## config.mk

```make
export PLATFORM = sky130hd
export DESIGN_NAME = load_multi_window_average
export DESIGN_NICKNAME = d
export VERILOG_FILES = /design/src/rtl/lmwa_pkg.sv /design/src/rtl/load_multi_window_average.sv /design/src/rtl/lmwa_ram.sv /design/src/rtl/lmwa_div.sv
export SDC_FILE = /design/constraint.sdc
export NUM_CORES = 1
export LEC_CHECK = 0
export CORE_MARGIN = 5
export CORE_UTILIZATION = 25
export CTS_CLUSTER_SIZE = 16
export DETAILED_ROUTE_END_ITERATION = 6
export DONT_BUFFER_PORTS = 1
export PLACE_DENSITY = 0.37
export SYNTH_ARGS = -nofsm -noshare
export SYNTH_HDL_FRONTEND = slang
export SYNTH_SLANG_ARGS = --single-unit
```

## constraint.sdc

```tcl
create_clock -name clock -period 3.5 [get_ports clock]
set_clock_uncertainty 0.05 [all_clocks]
set_input_delay 0 -clock clock [delete_from_list [all_inputs] [get_ports clock]]
set_output_delay 0 -clock clock [all_outputs]
set_load 0.02 [all_outputs]
```

## src/rtl/lmwa_pkg.sv

```systemverilog
`default_nettype none

package lmwa_pkg;

   // Load samples and averages are per-mille values
   localparam int LOAD_W   = 10;
   localparam int LOAD_MAX = 1000;

   // Request codes
   localparam logic [1:0] REQ_RECORD = 2'd0;
   localparam logic [1:0] REQ_TICK   = 2'd1;
   localparam logic [1:0] REQ_CLEAR  = 2'd2;

   typedef struct packed {
      logic [1:0]        req_type;
      logic [LOAD_W-1:0] sample;
   } req_item_type;

   typedef struct packed {
      logic [LOAD_W-1:0] avg_short;
      logic [LOAD_W-1:0] avg_medium;
      logic [LOAD_W-1:0] avg_long;
      logic              sample_dropped;
   } rsp_item_type;

   typedef enum logic [2:0] {
      ST_IDLE,
      ST_SUM,
      ST_DIV,
      ST_APPEND,
      ST_CHECK,
      ST_RESP
   } state_type;

   typedef enum logic [1:0] {
      JOB_SHORT,
      JOB_MEDIUM,
      JOB_LONG
   } job_type;

endpackage

`default_nettype wire

```

## src/rtl/load_multi_window_average.sv

```systemverilog
// Record, clear and no-op requests go straight to the response state.
// A minute tick forms the one-minute average (zero if no samples were held), appends it,
// then forms the medium and long averages for any window that it closes.
// One request at a time, accepted in the cycle after the previous response is loaded;
// sums stream through the memory read port, averages share one bit-serial divider.
// Synchronous reset clears counts and averages; stores are not cleared.
`default_nettype none

module load_multi_window_average #(
   parameter int SAMPLES_PER_PERIOD = 12,
   parameter int MEDIUM_WINDOW      = 5,
   parameter int LONG_WINDOW        = 30
) (
   input  wire logic                   clock,
   input  wire logic                   reset,
   input  wire logic                   req_valid,
   output logic                        req_stall,
   input  wire lmwa_pkg::req_item_type req_data,
   output logic                        rsp_valid,
   input  wire logic                   rsp_stall,
   output lmwa_pkg::rsp_item_type      rsp_data
);

   localparam int LW     = lmwa_pkg::LOAD_W;
   localparam int MAX_AB = (SAMPLES_PER_PERIOD > MEDIUM_WINDOW) ?
                           SAMPLES_PER_PERIOD : MEDIUM_WINDOW;
   localparam int MAXN   = (MAX_AB > LONG_WINDOW) ? MAX_AB : LONG_WINDOW;
   localparam int CNT_W  = $clog2(MAXN + 1);
   localparam int SUM_W  = $clog2(MAXN * lmwa_pkg::LOAD_MAX + 1);
   localparam int SC_W   = $clog2(SAMPLES_PER_PERIOD + 1);
   localparam int SA_W   = (SAMPLES_PER_PERIOD > 1) ? $clog2(SAMPLES_PER_PERIOD) : 1;
   localparam int MC_W   = $clog2(LONG_WINDOW + 1);
   localparam int MA_W   = $clog2(LONG_WINDOW);
   localparam int RA_W   = (SA_W > MA_W) ? SA_W : MA_W;
   localparam int PH_W   = (MEDIUM_WINDOW > 1) ? $clog2(MEDIUM_WINDOW) : 1;

   // Control and state registers
   lmwa_pkg::state_type state_ff, state_in;
   logic [SC_W-1:0]     scount_ff, scount_in;
   logic [MC_W-1:0]     mcount_ff, mcount_in;
   logic [PH_W-1:0]     phase_ff, phase_in;
   logic                med_due_ff, med_due_in;
   logic [LW-1:0]       short_ff, short_in;
   logic [LW-1:0]       medium_ff, medium_in;
   logic [LW-1:0]       long_ff, long_in;
   logic                pend_ff, pend_in;
   logic [CNT_W-1:0]    left_ff, left_in;
   logic                rsp_valid_ff, rsp_valid_in;

   // Datapath registers
   lmwa_pkg::job_type      job_ff, job_in;
   logic [RA_W-1:0]        rd_addr_ff, rd_addr_in;
   logic [SUM_W-1:0]       acc_ff, acc_in;
   logic [CNT_W-1:0]       den_ff, den_in;
   logic                   drop_ff, drop_in;
   lmwa_pkg::rsp_item_type rsp_data_ff, rsp_data_in;

   // Memory and divider hookup
   logic             s_we;
   logic [LW-1:0]    s_wdata;
   logic [LW-1:0]    s_rdata;
   logic             m_we;
   logic [LW-1:0]    m_rdata;
   logic [LW-1:0]    rd_word;
   logic             div_start;
   logic             div_done;
   logic [SUM_W-1:0] div_quo;
   logic [LW-1:0]    quo_short;

   logic req_fire;
   logic rsp_free;
   logic sum_end;
   logic long_due;
   logic s_full;

   assign req_stall = (state_ff != lmwa_pkg::ST_IDLE);
   assign req_fire  = req_valid && !req_stall;
   assign rsp_free  = !rsp_valid_ff || !rsp_stall;
   assign sum_end   = (state_ff == lmwa_pkg::ST_SUM) && (left_ff == '0) && !pend_ff;
   assign long_due  = (mcount_ff == MC_W'(LONG_WINDOW));
   assign s_full    = (scount_ff == SC_W'(SAMPLES_PER_PERIOD));
   assign div_start = sum_end;
   assign quo_short = div_quo[LW-1:0];
   assign rd_word   = (job_ff == lmwa_pkg::JOB_SHORT) ? s_rdata : m_rdata;

   // Saturate the incoming sample
   assign s_wdata = (req_data.sample > LW'(lmwa_pkg::LOAD_MAX)) ?
                    LW'(lmwa_pkg::LOAD_MAX) : req_data.sample;

   lmwa_ram #(
      .WIDTH (LW),
      .DEPTH (SAMPLES_PER_PERIOD)
   ) u_sample_ram (
      .clock   (clock),
      .wr_en   (s_we),
      .wr_addr (scount_ff[SA_W-1:0]),
      .wr_data (s_wdata),
      .rd_addr (rd_addr_ff[SA_W-1:0]),
      .rd_data (s_rdata)
   );

   lmwa_ram #(
      .WIDTH (LW),
      .DEPTH (LONG_WINDOW)
   ) u_minute_ram (
      .clock   (clock),
      .wr_en   (m_we),
      .wr_addr (mcount_ff[MA_W-1:0]),
      .wr_data (short_ff),
      .rd_addr (rd_addr_ff[MA_W-1:0]),
      .rd_data (m_rdata)
   );

   lmwa_div #(
      .NUM_W (SUM_W),
      .DEN_W (CNT_W)
   ) u_div (
      .clock    (clock),
      .reset    (reset),
      .start    (div_start),
      .dividend (acc_ff),
      .divisor  (den_ff),
      .done     (div_done),
      .quotient (div_quo)
   );

   // Next state
   always_comb begin
      state_in = state_ff;
      case (state_ff)
         lmwa_pkg::ST_IDLE: begin
            if (req_fire) begin
               if (req_data.req_type == lmwa_pkg::REQ_TICK) begin
                  state_in = (scount_ff != '0) ? lmwa_pkg::ST_SUM : lmwa_pkg::ST_APPEND;
               end else begin
                  state_in = lmwa_pkg::ST_RESP;
               end
            end
         end
         lmwa_pkg::ST_SUM: begin
            if (sum_end) begin
               state_in = lmwa_pkg::ST_DIV;
            end
         end
         lmwa_pkg::ST_DIV: begin
            if (div_done) begin
               case (job_ff)
                  lmwa_pkg::JOB_SHORT:  state_in = lmwa_pkg::ST_APPEND;
                  lmwa_pkg::JOB_MEDIUM: state_in = long_due ? lmwa_pkg::ST_SUM
                                                            : lmwa_pkg::ST_RESP;
                  default:              state_in = lmwa_pkg::ST_RESP;
               endcase
            end
         end
         lmwa_pkg::ST_APPEND: state_in = lmwa_pkg::ST_CHECK;
         lmwa_pkg::ST_CHECK: begin
            state_in = (med_due_ff || long_due) ? lmwa_pkg::ST_SUM : lmwa_pkg::ST_RESP;
         end
         lmwa_pkg::ST_RESP: begin
            if (rsp_free) begin
               state_in = lmwa_pkg::ST_IDLE;
            end
         end
         default: state_in = lmwa_pkg::ST_IDLE;
      endcase
   end

   // Datapath and outputs
   always_comb begin
      scount_in    = scount_ff;
      mcount_in    = mcount_ff;
      phase_in     = phase_ff;
      med_due_in   = med_due_ff;
      short_in     = short_ff;
      medium_in    = medium_ff;
      long_in      = long_ff;
      pend_in      = pend_ff;
      left_in      = left_ff;
      job_in       = job_ff;
      rd_addr_in   = rd_addr_ff;
      acc_in       = acc_ff;
      den_in       = den_ff;
      drop_in      = drop_ff;
      rsp_data_in  = rsp_data_ff;
      rsp_valid_in = rsp_valid_ff && rsp_stall;
      s_we         = 1'b0;
      m_we         = 1'b0;

      case (state_ff)
         lmwa_pkg::ST_IDLE: begin
            if (req_fire) begin
               drop_in = 1'b0;
               case (req_data.req_type)
                  lmwa_pkg::REQ_RECORD: begin
                     if (s_full) begin
                        drop_in = 1'b1;
                     end else begin
                        s_we      = 1'b1;
                        scount_in = scount_ff + SC_W'(1);
                     end
                  end
                  lmwa_pkg::REQ_TICK: begin
                     // Empty the sample store and sum what it held
                     scount_in  = '0;
                     job_in     = lmwa_pkg::JOB_SHORT;
                     rd_addr_in = '0;
                     left_in    = CNT_W'(scount_ff);
                     den_in     = CNT_W'(scount_ff);
                     acc_in     = '0;
                     pend_in    = 1'b0;
                     if (scount_ff == '0) begin
                        short_in = '0;
                     end
                  end
                  lmwa_pkg::REQ_CLEAR: begin
                     scount_in  = '0;
                     mcount_in  = '0;
                     phase_in   = '0;
                     med_due_in = 1'b0;
                     short_in   = '0;
                     medium_in  = '0;
                     long_in    = '0;
                  end
                  default: begin
                  end
               endcase
            end
         end
         lmwa_pkg::ST_SUM: begin
            // Stream entries through the read port and accumulate
            pend_in = (left_ff != '0);
            if (left_ff != '0) begin
               rd_addr_in = rd_addr_ff + RA_W'(1);
               left_in    = left_ff - CNT_W'(1);
            end
            if (pend_ff) begin
               acc_in = acc_ff + SUM_W'(rd_word);
            end
         end
         lmwa_pkg::ST_DIV: begin
            if (div_done) begin
               case (job_ff)
                  lmwa_pkg::JOB_SHORT: short_in = quo_short;
                  lmwa_pkg::JOB_MEDIUM: begin
                     medium_in = quo_short;
                     if (long_due) begin
                        job_in     = lmwa_pkg::JOB_LONG;
                        rd_addr_in = '0;
                        left_in    = CNT_W'(LONG_WINDOW);
                        den_in     = CNT_W'(LONG_WINDOW);
                        acc_in     = '0;
                        pend_in    = 1'b0;
                     end
                  end
                  default: begin
                     // Long window closed: empty the minute store
                     long_in   = quo_short;
                     mcount_in = '0;
                     phase_in  = '0;
                  end
               endcase
            end
         end
         lmwa_pkg::ST_APPEND: begin
            // Append the one-minute value and advance the window phase
            m_we       = 1'b1;
            mcount_in  = mcount_ff + MC_W'(1);
            med_due_in = (phase_ff == PH_W'(MEDIUM_WINDOW - 1));
            phase_in   = (phase_ff == PH_W'(MEDIUM_WINDOW - 1)) ? '0 : phase_ff + PH_W'(1);
         end
         lmwa_pkg::ST_CHECK: begin
            med_due_in = 1'b0;
            acc_in     = '0;
            pend_in    = 1'b0;
            if (med_due_ff) begin
               job_in     = lmwa_pkg::JOB_MEDIUM;
               rd_addr_in = RA_W'(mcount_ff - MC_W'(MEDIUM_WINDOW));
               left_in    = CNT_W'(MEDIUM_WINDOW);
               den_in     = CNT_W'(MEDIUM_WINDOW);
            end else begin
               job_in     = lmwa_pkg::JOB_LONG;
               rd_addr_in = '0;
               left_in    = CNT_W'(LONG_WINDOW);
               den_in     = CNT_W'(LONG_WINDOW);
            end
         end
         lmwa_pkg::ST_RESP: begin
            // Load the response register once it is free
            if (rsp_free) begin
               rsp_valid_in                = 1'b1;
               rsp_data_in.avg_short      = short_ff;
               rsp_data_in.avg_medium     = medium_ff;
               rsp_data_in.avg_long       = long_ff;
               rsp_data_in.sample_dropped = drop_ff;
            end
         end
         default: begin
         end
      endcase
   end

   // Control registers
   always_ff @(posedge clock) begin
      if (reset) begin
         state_ff     <= lmwa_pkg::ST_IDLE;
         scount_ff    <= '0;
         mcount_ff    <= '0;
         phase_ff     <= '0;
         med_due_ff   <= 1'b0;
         short_ff     <= '0;
         medium_ff    <= '0;
         long_ff      <= '0;
         pend_ff      <= 1'b0;
         left_ff      <= '0;
         rsp_valid_ff <= 1'b0;
      end else begin
         state_ff     <= state_in;
         scount_ff    <= scount_in;
         mcount_ff    <= mcount_in;
         phase_ff     <= phase_in;
         med_due_ff   <= med_due_in;
         short_ff     <= short_in;
         medium_ff    <= medium_in;
         long_ff      <= long_in;
         pend_ff      <= pend_in;
         left_ff      <= left_in;
         rsp_valid_ff <= rsp_valid_in;
      end
   end

   // Datapath registers
   always_ff @(posedge clock) begin
      job_ff      <= job_in;
      rd_addr_ff  <= rd_addr_in;
      acc_ff      <= acc_in;
      den_ff      <= den_in;
      drop_ff     <= drop_in;
      rsp_data_ff <= rsp_data_in;
   end

   assign rsp_valid = rsp_valid_ff;
   assign rsp_data  = rsp_data_ff;

   // Sample count never passes the store depth
   assert property (@(posedge clock) disable iff (reset)
      scount_ff <= SC_W'(SAMPLES_PER_PERIOD))
      else $error("sample count beyond store depth");

   // Minute store is never full between requests
   assert property (@(posedge clock) disable iff (reset)
      (state_ff == lmwa_pkg::ST_IDLE) |-> (mcount_ff < MC_W'(LONG_WINDOW)))
      else $error("minute count not wrapped at long window");

   // Divider never starts on a zero divisor
   assert property (@(posedge clock) disable iff (reset)
      div_start |-> (den_ff != '0))
      else $error("divide by zero started");

   // Divider result only arrives while waiting for it
   assert property (@(posedge clock) disable iff (reset)
      div_done |-> (state_ff == lmwa_pkg::ST_DIV))
      else $error("divider done outside wait state");

endmodule

`default_nettype wire

```

## src/rtl/lmwa_ram.sv

```systemverilog
`default_nettype none

module lmwa_ram #(
   parameter int WIDTH = 10,
   parameter int DEPTH = 16
) (
   input  wire logic                                  clock,
   input  wire logic                                  wr_en,
   input  wire logic [((DEPTH > 1) ? $clog2(DEPTH) : 1)-1:0] wr_addr,
   input  wire logic [WIDTH-1:0]                      wr_data,
   input  wire logic [((DEPTH > 1) ? $clog2(DEPTH) : 1)-1:0] rd_addr,
   output logic      [WIDTH-1:0]                      rd_data
);

   logic [WIDTH-1:0] mem [DEPTH];

   // Write port
   always_ff @(posedge clock) begin
      if (wr_en) begin
         mem[wr_addr] <= wr_data;
      end
   end

   // Registered read port
   always_ff @(posedge clock) begin
      rd_data <= mem[rd_addr];
   end

endmodule

`default_nettype wire

```

## src/rtl/lmwa_div.sv

```systemverilog
`default_nettype none

module lmwa_div #(
   parameter int NUM_W = 16,
   parameter int DEN_W = 6
) (
   input  wire logic             clock,
   input  wire logic             reset,
   input  wire logic             start,
   input  wire logic [NUM_W-1:0] dividend,
   input  wire logic [DEN_W-1:0] divisor,
   output logic                  done,
   output logic      [NUM_W-1:0] quotient
);

   localparam int CNT_W = $clog2(NUM_W + 1);

   logic             busy_ff;
   logic [CNT_W-1:0] cnt_ff;
   logic             done_ff;
   logic [DEN_W:0]   rem_ff;
   logic [NUM_W-1:0] quo_ff;
   logic [DEN_W-1:0] den_ff;

   logic [DEN_W:0]   shifted;
   logic             fits;
   logic [DEN_W:0]   rem_in;
   logic [NUM_W-1:0] quo_in;

   // One restoring step: shift in the next dividend bit, subtract if it fits
   always_comb begin
      shifted = {rem_ff[DEN_W-1:0], quo_ff[NUM_W-1]};
      fits    = (shifted >= {1'b0, den_ff});
      rem_in  = fits ? (shifted - {1'b0, den_ff}) : shifted;
      quo_in  = {quo_ff[NUM_W-2:0], fits};
   end

   // Step control
   always_ff @(posedge clock) begin
      if (reset) begin
         busy_ff <= 1'b0;
         cnt_ff  <= '0;
         done_ff <= 1'b0;
      end else begin
         done_ff <= 1'b0;
         if (start) begin
            busy_ff <= 1'b1;
            cnt_ff  <= CNT_W'(NUM_W);
         end else if (busy_ff) begin
            cnt_ff <= cnt_ff - CNT_W'(1);
            if (cnt_ff == CNT_W'(1)) begin
               busy_ff <= 1'b0;
               done_ff <= 1'b1;
            end
         end
      end
   end

   // Remainder and quotient shift registers
   always_ff @(posedge clock) begin
      if (start) begin
         rem_ff <= '0;
         quo_ff <= dividend;
         den_ff <= divisor;
      end else if (busy_ff) begin
         rem_ff <= rem_in;
         quo_ff <= quo_in;
      end
   end

   assign done     = done_ff;
   assign quotient = quo_ff;

endmodule

`default_nettype wire

```

==> After elaboration in Yosys (flattened, before gate mapping) <==
Memory sizes are Yosys's and may differ from the RTL's. A register that Yosys moved wholly into a read port is not among the register bits.
Cells that the tools add are included.
{ "word_totals": {"n_memories": 2, "ram_bits": 420, "ff_bits": 143, "wordCells": 208} }
{ "classes": {"bitwise": 1, "eq_ne": 27, "magnitude_cmp": 2, "reduce_logical": 41, "mux": 100, "add_sub_neg": 9} }
{ "mem_list": {"columns": ["name", "words", "word_bits", "rd", "rd_clocked_by_memory_dff", "write_ports", "line", "source"], "rows": [
  ["u_minute_ram.mem", 30, 10, 1, 1, 1, "lmwa_ram.sv:15", "logic [WIDTH-1:0] mem [DEPTH];"],
  ["u_sample_ram.mem", 12, 10, 1, 1, 1, "lmwa_ram.sv:15", null]
]} }
{ "op_table": {"columns": ["cell", "count"], "rows": [
  ["10-bit two-way mux", 12],
  ["15-bit two-way mux", 8],
  ["5-bit two-way mux", 19],
  ["10-bit one-hot mux with 2 select lines", 4],
  ["15-bit one-hot mux with 4 select lines", 1],
  ["5-bit one-hot mux with 4 select lines", 2],
  ["3-bit two-way mux", 12],
  ["5-bit one-hot mux with 3 select lines", 2],
  ["1-bit two-way mux", 23],
  ["2-bit inequality test (second input constant)", 10],
  ["3-bit one-hot mux with 6 select lines", 1],
  ["6-bit AND reduction", 3],
  ["15-bit by 10-bit adder with 15-bit output", 1],
  ["5-bit AND reduction", 3],
  ["2-bit two-way mux", 7],
  ["7-bit AND reduction", 2],
  ["4-bit two-way mux", 3],
  ["3-bit nonzero test", 4],
  ["5-bit by 1-bit adder with 5-bit output (second input constant)", 2],
  ["10-bit > comparator (second input constant)", 1],
  ["3-bit equality test (second input constant)", 3],
  ["3-bit one-hot mux with 3 select lines", 1],
  ["4-bit one-hot mux with 2 select lines", 1],
  ["4-bit AND reduction", 2],
  ["other kinds (36)", 53]
]} }

==> Longest topological paths before layout <==
{ "depth": {"word_depth": 7, "mapped_depth": 11} }

==> By module <==
From an unflattened synthesis, not the netlist that was laid out.
{ "unflattened": {"hier_cells": 1433, "area_unflattened_um2": 23647.7} }
{ "by_module_without_submodules": {"columns": ["module", "area_each_um2", "n_inst", "cells_per_inst"], "rows": [
  ["lmwa_ram at u_minute_ram", 11736.3, 1, 541],
  ["load_multi_window_average", 5611.6, 1, 541],
  ["lmwa_ram at u_sample_ram", 4793.3, 1, 221],
  ["lmwa_div", 1506.4, 1, 130]
]} }

==> Worst setup path before layout <==
Ideal clock, no wire load.
{ "synth_timing": {"kind": "register to register", "from": "reg state_ff[2]", "to": "reg rsp_data_ff, in the netlist rsp_data[0], enable pin", "slack_ns": 0.454, "required_time_ns": 3.020, "path_stages_with_launch": 6, "path_buffers": 3, "setup_ns": 0.430, "arrival_ns": 2.566, "synth_period_minus_slack_ns": 3.046, "cell_sequence": "dfxtp_1 -> buf_2 -> buf_2 -> buf_2 -> nand2_1 -> a21oi_1"} }
{ "synth_between": {"elab_chain_cells": 2} }
{ "synth_lines": {"columns": ["item", "line", "source"], "rows": [
  ["start: declaration", "load_multi_window_average.sv:38", "lmwa_pkg::state_type state_ff, state_in;"],
  ["start signal: assignment", "load_multi_window_average.sv:305", "state_ff <= lmwa_pkg::ST_IDLE;"],
  ["start signal: assignment", "load_multi_window_average.sv:317", "state_ff <= state_in;"],
  ["3-bit equality test", "load_multi_window_average.sv:189", "case (state_ff)"],
  ["2-bit AND reduction (no line)", null, null],
  ["end signal: assignment", "load_multi_window_average.sv:338", "rsp_data_ff <= rsp_data_in;"],
  ["end: declaration", "load_multi_window_average.sv:56", "lmwa_pkg::rsp_item_type rsp_data_ff, rsp_data_in;"]
]} }
No other way between the ends.
A chain may end at the register's enable or synchronous reset.

==> reports/results.ini <==
[outcome]
status=complete, no violations

[synth]
synthArstFlopShare=0
synth_fa_ha_area_frac=0.01949
syn_area_um2=23880
synth_cells=1577
synthFlopType=edfxtp_1
yosysWarnings=0
synth_compound_area_frac=0.05522
synth_top_family_by_area=multiplexers
synth-seq-cells=582
ys_types=66
synth_edf_count=498
synth-seq-area-share=0.6966
synth_xor_area_frac=0.007334
synth_mux_area_frac=0.1172
syn_nets=1629
avgSynthCellArea_um2=15.14
synth-simple-area-share=0.08042

[floorplanning]
initial_core_util=0.2517
ioPinCount=49
row_count=113
die_w_um=319.1
dieArea_um2=101800
die_y_um=319.1
coreArea_um2=94870

[place]
dpl.cell_count=2850
hpwl_um=38980
gp_congestion=0.7624
portBuffers=0
dpl_cell_area_um2=25850
place_ws_ps=500.6

[layout]
fin_area_um2=28320
stdcell_count=2997
layout_common_cells=edfxtp_1 (498), mux2i_1 (156), nor2_1 (124)
antenna_cells=0
syn2layout_area_growth_pct=18.58
seq_area_um2=16640
fill_cells=9426
multi_input_area_um2=6734
final_common_cell=edfxtp_1
final_layout_size_suffix_gt1_frac=0.1686
nets=1731

[detailed_routing]
top_layer=met4
drt-met1-wl_um=29920
routed_via_density=4.434
wirelength_um=61640
vias=13290
ant_nets=0
firstDrtPassIters=5
wl_per_cell_um=20.57
met2_length_um=28170
drcViolationCount=0
wl_met3_um=2355
drtIter0Drc=777

[worst_hold_path]
hp-class=in2reg

[timing]
maxSlewHeadroom=0.2949
finalHoldViolCount=0
slew_violations=0
layout_setup_ws_ps=515.7
max_freq_mhz=335.1
min_period_ps=2984
finalCritPeriodShare=0.8526
setup_violations=0
rsz0062_at_grt=false
worstMarginPinSlew_ps=1055
fin_tns_setup_ps=0

[power]
p_seq_frac=0.389
p_sw_uw=7785
netSwitchingFraction=0.3363
leakagePower_uw=0.009870
p_total_uw=23150
p_int_uw=15370
clockPowerShare=0.305
peakVddDrop_mv=0.4193
comb_power_share=0.306
power_density_nw_per_um2=817.5

[clocking]
clock_sinks=582
cts_resized=0
cts_tree=yes
htreeDepth=3
worst_skew_pair.late_latency_ps=610
path_clk_slew_ps=60
cts-buffers-inserted=70
root_buffer=clkbuf_16
cts_buffer_depth=3

[global_routing]
gr-total-overflow=0
antenna_found_initial=3
track_usage=0.1190
grt_max_degree=57
grt_first_pass_wirelength_um=92070
first_global_vias=13651

[critical_path]
cp-end-kind=flop
cp-start-kind=flop
criticalPathCategory=reg2reg
cp.required_ps=3800
cp_max_fo=11
crit_arrival_ps=3280

[job]
cap_violations=0

path summary, 6_finish.rpt:
check	start	end	slack, ps	cells after the start
setup / recovery	den_ff[4]	acc_ff[12]	520	11
hold / removal	req_data[10]	state_ff[1]	50	5
setup reg to reg	den_ff[4]	acc_ff[12]	520	11
hold reg to reg	den_ff[2]	u_div.den_ff[2]	380	0
cells in the mapped netlist (all sizes together) (3+ instances only):
cell type  count  area share
a211oi         5      0.0016
a22oi         54       0.017
a31oi          4      0.0010
or2            3     0.00079
and2           6      0.0016
edfxtp       498        0.63
nor4b          4      0.0015
nor2         128       0.020
nand2        105       0.017
nand3b         9      0.0028
or3b           4      0.0016
mux4          50       0.047
and3          11      0.0029
o211ai         5      0.0016
mux2i        156       0.065
a21o           6      0.0019
o22ai          8      0.0021
nand4         19      0.0050
o21ai         40      0.0084
nor2b         20      0.0052
a21oi         61       0.013
ha            34       0.018
xor2          11      0.0040
or4b           5      0.0024
xnor2          9      0.0033
nor3          13      0.0029
mux2          10      0.0047
clkbuf        47      0.0074
buf           41       0.011
nor3b          7      0.0022
a211o          3      0.0011
nand2b         8      0.0021
dfxtp         84       0.070
nor4           7      0.0018
nand3         42      0.0088
inv           32      0.0050
or3            4      0.0010
what timing repair did:
action	4_1_cts	5_1_grt
hold buffers	22	0
endpoints found under the hold margin	210	0
setup endpoints to repair	0	0
setup buffers	0	0
metrics by stage:
step	hold slack, ps	utilization
2_1_floorplan	109.5	-
3_3_place_gp	26.88	0.2725
3_5_place_dp	29.47	0.2725
4_1_cts	5.158	0.2985
5_1_grt	69.14	0.2985
6_report	51.03	0.2985
layer usage:
metal  global-route usage  vias to the layer above
met3              0.02315                       79
met1               0.1684                     6732
met2               0.1876                      259
li1                     -                     6220
met4              0.03266                        0
met5                    0                        -
flip-flops by register name, indices dropped and copies added, names as in the netlist, 5 cells and up:
signal / cells
acc_ff: 15
den_ff: 5
left_ff: 5
long_ff: 10
mcount_ff: 5
medium_ff: 10
rd_addr_ff: 5
rsp_data: 31
short_ff: 10
u_div.den_ff: 5
u_div.quotient: 15
u_div.rem_ff: 5
u_minute_ram.mem: 300
u_minute_ram.rd_data: 10
u_sample_ram.mem: 120
u_sample_ram.rd_data: 10
power by group through the flow:
stage	Clock [µW]	Combinational (µW)	Sequential, µW
2_1_floorplan	0	5130	8830
3_3_place_gp	0	7140	9170
3_5_place_dp	0	7160	9170
4_1_cts	7310	7240	9030
5_1_grt	7590	7820	9100
6_report	7050	7090	9010
critical path: stages (launching register included):
cell,delay [ps]
edfxtp_1,490
nor2_1,140
buf_4,210
mux2_2,350
ha_1,200
inv_1,70
fa_1,190
nor2b_1,80
o31ai_1,390
a21oi_1,220
o211ai_1,240
mux2i_1,100
cell families after synthesis:
logic type,Yosys count
flip-flops,582
AND/OR/NAND/NOR,397
multiplexers,216
AO/OA/AOI/OAI,205
buffers and inverters,121
adder cells (fa/ha/maj),36
XOR/XNOR,20
area by class of cell:
type / instances / area share
inverters: 33 / 0.004551
clock inverters: 33 / 0.01065
multi-input cells: 874 / 0.2378
clock buffers: 92 / 0.06808
repair buffers: 118 / 0.03561
well taps: 1265 / 0.05589
flip-flops and latches: 582 / 0.5874
No activity file was read; power rests on OpenSTA's default activity.
